**config.mk**
```make
export PLATFORM = sky130hd
export DESIGN_NAME = rogm_ctrl
export DESIGN_NICKNAME = d
export VERILOG_FILES = /design/src/design/rogm_pkg.sv /design/src/design/rogm_ctrl.sv
export SDC_FILE = /design/constraint.sdc
export NUM_CORES = 1
export LEC_CHECK = 0
export BUFFER_PORTS_ARGS = -buffer_cell sky130_fd_sc_hd__buf_4
export CAP_MARGIN = 20
export CORE_AREA = 2 2 39 41
export DETAILED_ROUTE_END_ITERATION = 12
export DIE_AREA = 0 0 41 43
export HOLD_SLACK_MARGIN = 0.03
export PLACE_DENSITY = 0.46
export SYNTH_ARGS = -nofsm -noshare
export SYNTH_HDL_FRONTEND = slang
export SYNTH_SLANG_ARGS = --single-unit
```
**constraint.sdc**
```tcl
create_clock -name clk_i -period 1.1 [get_ports clk_i]
set_input_delay 0.055 -clock clk_i [delete_from_list [all_inputs] [get_ports clk_i]]
set_output_delay 0.055 -clock clk_i [all_outputs]
set_load 0.03 [all_outputs]
```
**src/design/rogm_pkg.sv**
```systemverilog
// Shared types, constants and helpers for the rotated occupancy grid merge unit.
// No dependencies; every other design file but rogm_ram imports this package.
`timescale 1ns / 1ps

package rogm_pkg;

  // Store of the second grid: depth must be a power of two.
  localparam int STORE_CELLS = 65536;
  localparam int MAX_SIDE    = 256;

  localparam int ADDR_W    = $clog2(STORE_CELLS);
  localparam int SIDE_W    = $clog2(MAX_SIDE + 1);
  localparam int CELL_W    = 8;
  localparam int COORD_W   = 10;
  localparam int TRIG_W    = 16;
  localparam int DIM_W     = 9;
  localparam int LOAD_IDX_W = 16;
  localparam int CFG_IDX_W = 3;
  localparam int CFG_DATA_W = 16;

  // Offset from a shift is one bit wider than a coordinate.
  localparam int DELTA_W = COORD_W + 1;
  // Product of an offset and a Q2.14 coefficient.
  localparam int PROD_W  = DELTA_W + TRIG_W;
  // Sum of two products plus the rounding bias.
  localparam int SUM_W   = PROD_W + 1;
  localparam int FRAC_W  = 14;
  localparam int MAP_W   = SUM_W - FRAC_W;
  // Linear index before wrapping to the store depth.
  localparam int LIN_W   = 2 * SIDE_W + 1;

  localparam logic signed [SUM_W-1:0]  ROUND_HALF   = SUM_W'(1 << (FRAC_W - 1));
  localparam logic signed [CELL_W-1:0] CELL_UNKNOWN = -8'sd1;

  // Request kinds.
  localparam logic KIND_LOAD = 1'b0;
  localparam logic KIND_FUSE = 1'b1;

  typedef logic [SIDE_W-1:0] side_t;
  typedef logic [CFG_IDX_W-1:0] cfg_idx_t;

  // Register indexes of the configuration port.
  localparam cfg_idx_t CFG_COS      = 3'd0;
  localparam cfg_idx_t CFG_SIN      = 3'd1;
  localparam cfg_idx_t CFG_SHIFT_X  = 3'd2;
  localparam cfg_idx_t CFG_SHIFT_Y  = 3'd3;
  localparam cfg_idx_t CFG_FIRST_W  = 3'd4;
  localparam cfg_idx_t CFG_FIRST_H  = 3'd5;
  localparam cfg_idx_t CFG_SECOND_W = 3'd6;
  localparam cfg_idx_t CFG_SECOND_H = 3'd7;

  typedef enum logic [2:0] {
    ST_IDLE,
    ST_MUL,
    ST_SUM,
    ST_ADDR,
    ST_READ,
    ST_MERGE
  } state_e;

  // Commands from the controller to the datapath.
  typedef struct packed {
    logic load_we;
    logic capture;
    logic mul_en;
    logic sum_en;
    logic addr_en;
    logic rd_en;
    logic out_load;
  } dp_cmd_t;

  // Status from the datapath to the controller.
  typedef struct packed {
    logic out_free;
  } dp_status_t;

  // Grid sides above the supported maximum are held at the maximum.
  function automatic side_t clamp_side(input logic [DIM_W-1:0] v);
    side_t r;
    if (32'(v) > MAX_SIDE) begin
      r = side_t'(MAX_SIDE);
    end else begin
      r = side_t'(v);
    end
    return r;
  endfunction

endpackage

```
**src/design/rogm_ctrl.sv**
```systemverilog
// Controller of the merge unit: sequences one request through the datapath.
// Depends on rogm_pkg for the state type and the command and status structs.
`timescale 1ns / 1ps

module rogm_ctrl (
  input  logic                clk_i,
  input  logic                rst_ni,
  input  logic                in_valid_i,
  output logic                in_stall_o,
  input  logic                kind_i,
  input  rogm_pkg::dp_status_t status_i,
  output rogm_pkg::dp_cmd_t   cmd_o
);

  import rogm_pkg::*;

  state_e state_q, state_d;

  // State register.
  always_ff @(posedge clk_i or negedge rst_ni) begin
    if (!rst_ni) begin
      state_q <= ST_IDLE;
    end else begin
      state_q <= state_d;
    end
  end

  // Next state.
  always_comb begin
    state_d = state_q;
    unique case (state_q)
      ST_IDLE: begin
        if (in_valid_i && kind_i == KIND_FUSE) begin
          state_d = ST_MUL;
        end
      end
      ST_MUL:  state_d = ST_SUM;
      ST_SUM:  state_d = ST_ADDR;
      ST_ADDR: state_d = ST_READ;
      ST_READ: state_d = ST_MERGE;
      ST_MERGE: begin
        if (status_i.out_free) begin
          state_d = ST_IDLE;
        end
      end
      default: state_d = ST_IDLE;
    endcase
  end

  // Outputs.
  always_comb begin
    cmd_o      = '0;
    in_stall_o = 1'b1;
    unique case (state_q)
      ST_IDLE: begin
        in_stall_o    = 1'b0;
        cmd_o.load_we = in_valid_i && kind_i == KIND_LOAD;
        cmd_o.capture = in_valid_i && kind_i == KIND_FUSE;
      end
      ST_MUL:   cmd_o.mul_en   = 1'b1;
      ST_SUM:   cmd_o.sum_en   = 1'b1;
      ST_ADDR:  cmd_o.addr_en  = 1'b1;
      ST_READ:  cmd_o.rd_en    = 1'b1;
      ST_MERGE: cmd_o.out_load = status_i.out_free;
      default:  cmd_o          = '0;
    endcase
  end

endmodule

```
==> metrics, run 1 <==
H-tree depth=1; CTS tree=yes; Critical Path RT=approximately 1.0 ns; final cell count without fillers=between 60 and 70; setup violators final=10; vias per inst=4.031; Netlist cell types=18; drt drc=0; Avg Synthesized Cell Area=10.06 sq um; final wirelength=between 700 and 800 microns; DR iter-0 viols=2; row count=14; Pwr Total=0.001610 W; die height=43 microns; Vias=~260; Synth Instances=23; P per Cell Area=approximately 3100 nW/um^2; pre-CTS worst setup slack=-0.04067 ns; Num CTS Buffers=3; Final Max Tran Viols=0; Core Area=roughly 1400 sq um; clock-pin transition on the worst setup and hold timing paths=0.04 ns; slew margin rel.=79.86%; Setup WS post-layout=-0.2535 ns; IO Port Bufs=12; Overflow after GRT=0; crit path time final=about 1.4 ns; max_cap viols=0; vias in the first global route=about 240; Mapped Area=231.5 sq um; commonest cells after routing, fill and taps aside=buf_4 (13), buf_6 (10), nor3b_2 (3), clkbuf_4 (3), dfrtp_2 (3); Syn Nets=28; Area contributors post-synth=dfrtp_1 (32%), buf_6 (9.7%), nor3b_1 (9.7%), nor3_4 (7.0%), nor3b_2 (5.4%); Initial Utilization=about 17%; Worst setup EP type=output port; number of flip-flops in the largest register=3; cell taking the most area after synthesis=dfrtp_1; slew of the pin with the lowest slew margin=about 0.3 ns; Max clock buf depth=2; hpwl dp=449.1 microns; number of synthesized register bits=3; Crit Path Class=flip-flop to output port; Placed Cells=55; Fmax achieved=between 0.7 and 0.8 GHz; crit path DAT=1.30 ns; fraction of layout cells with a size suffix above 1=79.17%; sequential share of the synthesized area=32.43%; die area=1763 sq um; die width=between 40 and 50 microns; Final #Nets=54; final worst-path cycle share=123.0%; fillers=about 140; # diodes=0; Synth-to-Final Area Change=122.2%; worst vdd rail ir drop=~0.00094 V; most common cell after layout, fill and taps aside=buf_4; Final Hold Viols=0; Crit Path Max Fanout=3; CP Launch Type=flip-flop; largest net degree at the start of global routing=6; Worst path slowest cell=dfrtp_2; Final ANT Viol Nets=0; Biggest register=state_q; crit path buf inv count=2; Max stage delay on crit path=roughly 0.43 ns; WL/cell=11.17 microns; failing checks=negative setup slack; root buf cell=clkbuf_4; insertion delay to the later sink of the worst-skew pair=between 0.2 and 0.25 ns; first-pass GRT wire length=1083 microns; CP delay by family, top=flip-flops; clock sinks=3; LEAKAGE=~0.24 nW; crit-path cells=nor3_4 -> inv_4 -> nor3b_4 -> buf_6; num ports=13; Pre-Repair DR Iteration Count=4; YS warnings=0; status=complete, but fails checks; GPL Wtd Cong=~0.8; Top Registers=state_q x3; initial antenna violation count=0; Final Skew=0.002905 ns; worst min path class=primary input to flip-flop; RSZ-0062 raised after global routing=yes; global-route usage over all layers=between 10% and 20%; Synth top area share=roughly a third
[cells by family (layout without fill, tap and decap cells)]
logic type	Yosys count	count (layout)	synth area share (%)
buffers and inverters	5	30	16.21
AOI/OAI and AO/OA	3	3	10.81
DFF	3	3	32.43
and+or+nand+nor	11	11	36.76
xor gates and xnor gates	1	1	3.784
[through the flow]
step                      utilization, %  area (sq um)  setup TNS [ns]  hold WS (ns)
after global placement             27.76         384.1        -0.01817       -0.1560
after global routing               37.16         514.2          -2.166        0.1094
after detailed placement           27.76         384.1        -0.04067       -0.1544
after floorplan                        -         251.5         -0.5288       -0.2406
final                              37.16         514.2          -1.678        0.1122
after CTS                          34.63         479.2          -1.491        0.1145
[cells in the mapped netlist]
cell type and number:
nor3_1 1, nand2_1 1, a211oi_1 1, inv_1 1
dfrtp_1 3, buf_4 1, nor2_1 1, nor3b_1 3
inv_2 1, nand2b_1 1, and3_1 1, nor3_4 1
nor3b_2 1, and3b_1 1, xnor2_1 1, buf_6 2
a31o_1 1, a221oi_1 1
[final timing paths]
kind | startpoint | slack (ns) | depth (start not counted) | to
max in group asynchronous | rst_ni | 0.84 | 2 | state_q[2]
max reg2reg | state_q[2] | -0.06 | 4 | state_q[0]
min | status_i | 0.11 | 3 | state_q[0]
min reg2reg | state_q[2] | 0.61 | 2 | state_q[1]
min in group asynchronous | rst_ni | 0.15 | 2 | state_q[1]
max | state_q[2] | -0.25 | 4 | cmd_o[6]
[worst min-delay path, delay by kind of cell]
family	cells	cell delay, ns
AND/OR/NAND/NOR	1	0.10
buffers and inverters	1	0.08
AO/OA/AOI/OAI	1	0.06
[per-layer routing]
metal	wire length, microns	track usage (%)	vias up
li1	-	-	129
met4	19	12.00	0
met2	396	13.44	10
met3	35	3.141	2
met5	0	0	-
met1	263	11.11	117
[report_power, final]
part	total (W)	internal [W]	leakage [nW]	switching (W)
clock	0.000195	0.000136	0.0150	0.0000589
sequential	0.000245	0.000172	0.0339	0.0000725
combinational	0.00117	0.000610	0.188	0.000560
total	0.00161	0.000919	0.237	0.000691
[repair_timing]
item	in CTS	in global routing
setup endpoints to repair	9	10
setup buffers	3	2
pin swaps	2	4
hold buffers	1	0
resized for setup	11	7
hold endpoints to repair	3	0
[layout make-up]
class / count / area (sq um) / area share [%]
timing repair buffer: 24 / 220.2 / 42.82
inverter: 2 / 10.01 / 1.946
clock buffer: 4 / 26.28 / 5.109
multi-input combinational: 15 / 158.9 / 30.90
sequential: 3 / 78.83 / 15.33
tap: 16 / 20.02 / 3.893
Power figures use the tool's default switching activity.
==> run 2: changes to the inputs <==
Clock period 1.1 ns to 1.5 ns, I/O delays scaled along.
==> metrics, run 2 (synthesis gave the netlist of run 1 again) <==
IO Port Bufs=12 (unchanged); vias per inst=3.774 (-6.4%); Pwr Total=0.0008029 W (-50%); Worst setup EP type=output port; final cell count without fillers=53 (-17%); pre-CTS worst setup slack=0.3239 ns (+0.3646 ns); number of flip-flops in the largest register=3 (unchanged); slew margin rel.=75.90% (-4.0 points); Synth-to-Final Area Change=50.81%; insertion delay to the later sink of the worst-skew pair=0.23 ns (about the same); initial antenna violation count=0 (unchanged); Initial Utilization=16.73% (unchanged); worst min path class=primary input to flip-flop; row count=14 (unchanged); buffer count from post-CTS setup fixing=0 (-3); Sw Pwr=0.0003872 W (-44%); fraction of layout cells with a size suffix above 1=51.35% (-28 points); clock sinks=3 (unchanged); worst vdd rail ir drop=0.0006609 V (-30%); WL/cell=9.717 microns (-13%); status=completed; die width=41 microns (unchanged); most common cell after layout, fill and taps aside=buf_4; Biggest register=state_q; Max clock buf depth=2 (unchanged); Final Skew=0.0001372 ns (-0.002768 ns); clock-pin transition on the worst setup and hold timing paths=0.04 ns (about the same); final worst-path cycle share=92.87%; hpwl dp=373.8 microns (-17%); Pre-Repair DR Iteration Count=1 (-3); switching share of power=48.22% (+5.3 points); GPL Wtd Cong=0.5905 (-26%); drt drc=0 (unchanged); vias in the first global route=209 (-14%); Vias=200 (-22%); combinational power share=54.5% (-18 points); Fmax achieved=just over 0.7 GHz; P per Cell Area=2300 nW/um^2 (-27%); slew of the pin with the lowest slew margin=0.3615 ns (+0.06124 ns); Sequential Power Share=27.8% (+13 points); first-pass GRT wire length=903 microns (-17%); die height=43 microns (unchanged); die area=1763 sq um (unchanged); Crit Path Class=flip-flop to output port; num ports=13 (unchanged); commonest cells after routing, fill and taps aside=buf_4 (12), nor3b_1 (3), clkbuf_4 (3), dfrtp_1 (2); max_cap viols=0 (unchanged); Final #Nets=43 (-20%); crit path time final=1.393 ns; Core Area=1384 sq um (unchanged); final wirelength=515 microns (-28%); Num CTS Buffers=3 (unchanged); Final Max Tran Viols=0 (unchanged); largest net degree at the start of global routing=12 (+6); DR iter-0 viols=0 (-2); internal power=0.0004157 W (-55%); Final Hold Viols=0 (unchanged); Critical Path RT=1.42 ns (+0.38 ns); fillers=158 (+9.7%); CTS tree=yes; Placed Cells=48 (-13%); Top Registers=state_q x3; H-tree depth=1 (unchanged); Setup WS post-layout=0.1070 ns (+0.3605 ns); total negative slack=0 ns (+1.678 ns); setup violators final=0 (-10); RSZ-0062 raised after global routing=no; clock power share=17.6% (+5.5 points); CP Launch Type=flip-flop; Final ANT Viol Nets=0 (unchanged); Overflow after GRT=0 (unchanged); LEAKAGE=0.1601 nW (-32%); # diodes=0 (unchanged); Crit Path Max Fanout=8 (+5); global-route usage over all layers=8.048% (-2.1 points); root buf cell=clkbuf_4; crit path DAT=1.32 ns (+0.02 ns)
==> run 2: final timing paths <==
| check | slack, ns | from | endpoint | cells past startpoint |
|---|---|---|---|---|
| setup / recovery | 0.11 | state_q[0] | cmd_o[6] | 4 |
| hold / removal | 0.14 | status_i | state_q[0] | 3 |
| setup reg to reg | 0.41 | state_q[2] | state_q[2] | 2 |
| hold reg to reg | 0.62 | state_q[1] | state_q[0] | 1 |
| max in group asynchronous | 1.22 | rst_ni | state_q[1] | 2 |
| min in group asynchronous | 0.17 | rst_ni | state_q[0] | 2 |
==> run 2: per-stage QoR <==
stage	utilization (%)	area (sq um)	hold WS, ns
6_report	25.23	349.1	0.1407
5_1_grt	25.23	349.1	0.1593
4_1_cts	25.14	347.8	0.1348
2_1_floorplan	-	231.5	-0.2206
3_5_place_dp	22.51	311.5	-0.1331
3_3_place_gp	22.51	311.5	-0.1335
==> run 2: what timing repair did <==
action | CTS | global route
hold endpoints to repair | 3 | 0
gates resized for setup | 0 | 1
endpoints found under the setup margin | 0 | 2
hold buffers | 1 | 0
==> run 2: critical path, stage by stage (launching register included) <==
cell	delay, ns
dfrtp_1	0.47
nor3_4	0.22
inv_2	0.06
nor3b_2	0.16
buf_4	0.18
==> run 2: layout make-up <==
class,instances,area [sq um],area share (%)
multi-input combinational,15,118.9,34.05
clock buffer,4,26.28,7.527
tap,16,20.02,5.735
inverter,2,7.507,2.151
timing repair buffer,13,100.1,28.67
sequential,3,76.32,21.86
==> run 2: power groups by stage <==
stage	Sequential, W	Clock (W)	Combinational, W
2_1_floorplan	0.000133	0	0.000442
3_3_place_gp	0.000227	0	0.000439
3_5_place_dp	0.000218	0	0.000438
4_1_cts	0.000220	0.000152	0.000444
5_1_grt	0.000237	0.000161	0.000473
6_report	0.000223	0.000142	0.000438
==> run 2: routing by layer <==
| metal | share of wire [%] | vias up | GRT usage [%] |
|---|---|---|---|
| met3 | 11 | 0 | 4.188 |
| met5 | 0 | - | 0 |
| met4 | 0 | 0 | 8.000 |
| met2 | 37 | 12 | 7.500 |
| li1 | - | 107 | - |
| met1 | 52 | 81 | 11.65 |
==> run 3: changes to the inputs <==
Settings changed: CELL_PAD_IN_SITES_DETAIL_PLACEMENT set to 0, CELL_PAD_IN_SITES_GLOBAL_PLACEMENT set to 1, PLACE_DENSITY 0.46 to 0.57.
==> metrics, run 3 (synthesis gave the netlist of run 1 again) <==
WL/cell=10.31 microns (+6.1%); die area=1763 sq um (unchanged); Biggest register=state_q; IO Port Bufs=12 (unchanged); insertion delay to the later sink of the worst-skew pair=0.24 ns (about the same); clock power share=17.0% (-0.6 points); P per Cell Area=2332 nW/um^2 (+1.4%); vias per inst=4.091 (+8.4%); Final ANT Viol Nets=0 (unchanged); final wirelength=567 microns (+10%); crit path time final=1.385 ns (-0.007604 ns); Overflow after GRT=0 (unchanged); crit path DAT=1.31 ns (about the same); fraction of layout cells with a size suffix above 1=56.41% (+5.1 points); GPL Wtd Cong=0.6055 (+2.5%); Pwr Total=0.0008519 W (+6.1%); area of the multi-input gates=118.9 sq um (unchanged); status=completed; total negative slack=0 ns (unchanged); design area=365.4 sq um (+4.7%); clock sinks=3 (unchanged); Post-DP Area=311.5 sq um (unchanged); die width=41 microns (unchanged); DR iter-0 viols=6 (+6); fillers=152 (-3.8%); pre-CTS worst setup slack=0.3056 ns (-0.01831 ns); combinational power share=58.5% (+4.0 points); register area=77.57 sq um (+1.6%); number of flip-flops in the largest register=3 (unchanged); Sw Pwr=0.0004013 W (+3.7%); largest net degree at the start of global routing=12 (unchanged); row count=14 (unchanged); Top Registers=state_q x3; Setup WS post-layout=0.1146 ns (+0.007604 ns); clock-pin transition on the worst setup and hold timing paths=0.04 ns (about the same); root buf cell=clkbuf_4; Worst setup EP type=output port; Hold Crit Start=status_i; worst min path class=primary input to flip-flop; Critical Path RT=1.42 ns (about the same); Core Area=1384 sq um (unchanged); max_cap viols=0 (unchanged); crit path capture=cmd_o[6]; Final #Nets=45 (+4.7%); internal power=0.0004505 W (+8.4%); initial antenna violation count=0 (unchanged); # diodes=0 (unchanged); CTS tree=yes; reg2reg start=state_q[1]; Final Hold Viols=0 (unchanged); die height=43 microns (unchanged); RSZ-0062 raised after global routing=no; Crit Path Class=flip-flop to output port; r2r endpoint=state_q[2]; Fmax achieved=0.7218 GHz (+0.55%); most common cell after layout, fill and taps aside=buf_4; hpwl dp=395.7 microns (+5.9%); H-tree depth=1 (unchanged); first-pass GRT wire length=924 microns (+2.3%); Pre-Repair DR Iteration Count=4 (+3); Final Skew=0.004081 ns (+0.003943 ns); crit path from=state_q[2]; drt drc=0 (unchanged); LEAKAGE=0.1689 nW (+5.5%); CP Launch Type=flip-flop; num ports=13 (unchanged); vias in the first global route=206 (-1.4%); setup violators final=0 (unchanged); slew margin rel.=77.31% (+1.4 points); Initial Utilization=16.73% (unchanged); slew of the pin with the lowest slew margin=0.3403 ns (-0.02118 ns); worst reg2reg setup slack=0.42 ns (about the same); Sequential Power Share=24.5% (-3.3 points); Final Max Tran Viols=0 (unchanged); worst vdd rail ir drop=0.001007 V (+52%); Vias=225 (+13%); Num CTS Buffers=3 (unchanged); Max clock buf depth=2 (unchanged); Crit Path Max Fanout=11 (+3); commonest cells after routing, fill and taps aside=buf_4 (14), nor3b_1 (3), clkbuf_4 (3), dfrtp_2 (2); Synth-to-Final Area Change=57.84%; worst reg2reg path depth=3 (+1); final worst-path cycle share=92.36% (-0.51 points); switching share of power=47.11% (-1.1 points); global-route usage over all layers=8.342% (+0.29 points)
-- run 3: routing by layer --
| layer | vias up | track usage, % | wire length, microns |
|---|---|---|---|
| met1 | 98 | 10.65 | 238 |
| met2 | 15 | 8.750 | 253 |
| met5 | - | 0 | 0 |
| met3 | 2 | 5.236 | 67 |
| met4 | 0 | 8.000 | 8 |
| li1 | 110 | - | - |
-- run 3: layout make-up --
type	instances	area share, %
Timing Repair Buffer	15	31.51
Clock buffer	4	7.192
Tap cell	16	5.479
Inverter	2	2.055
Sequential cell	3	21.23
Multi-Input combinational cell	15	32.53
-- run 3: power by group through the flow --
stage | clock network [W] | registers, W | logic (W)
floorplan | 0 | 0.000133 | 0.000442
global placement | 0 | 0.000219 | 0.000436
detailed placement | 0 | 0.000219 | 0.000441
CTS | 0.000148 | 0.000217 | 0.000447
global route | 0.000161 | 0.000219 | 0.000534
finish | 0.000145 | 0.000209 | 0.000498
-- run 3: timing repair --
action | in CTS | in global routing
endpoints found under the setup margin | 0 | 1
setup buffers | 0 | 2
endpoints found under the hold margin | 3 | 0
hold buffers | 1 | 0
gates resized for setup | 0 | 2
-- run 3: stage by stage --
| step | utilization, % | hold WS, ns | instances |
|---|---|---|---|
| 6_report | 26.40 | 0.1312 | 55 |
| 5_1_grt | 26.40 | 0.1636 | 55 |
| 4_1_cts | 25.14 | 0.1323 | 53 |
| 3_5_place_dp | 22.51 | -0.1332 | 48 |
| 3_3_place_gp | 22.51 | -0.1370 | 48 |
| 2_1_floorplan | - | -0.2206 | 23 |
-- run 3: worst min path at each step --
stage          slack (ns)          to  cells after the start
2_1_floorplan       -0.22  state_q[0]                      0
3_3_place_gp        -0.14  state_q[1]                      1
3_5_place_dp        -0.13  state_q[2]                      1
4_1_cts              0.13  state_q[0]                      3
5_1_grt              0.16  state_q[0]                      3
6_report             0.13  state_q[0]                      3
-- run 3: worst max-delay path, stage by stage, from the launching register on --
cell and delay (ns):
dfrtp_1 0.49, nor3_4 0.18, inv_2 0.06, nor3b_2 0.17, buf_4 0.18
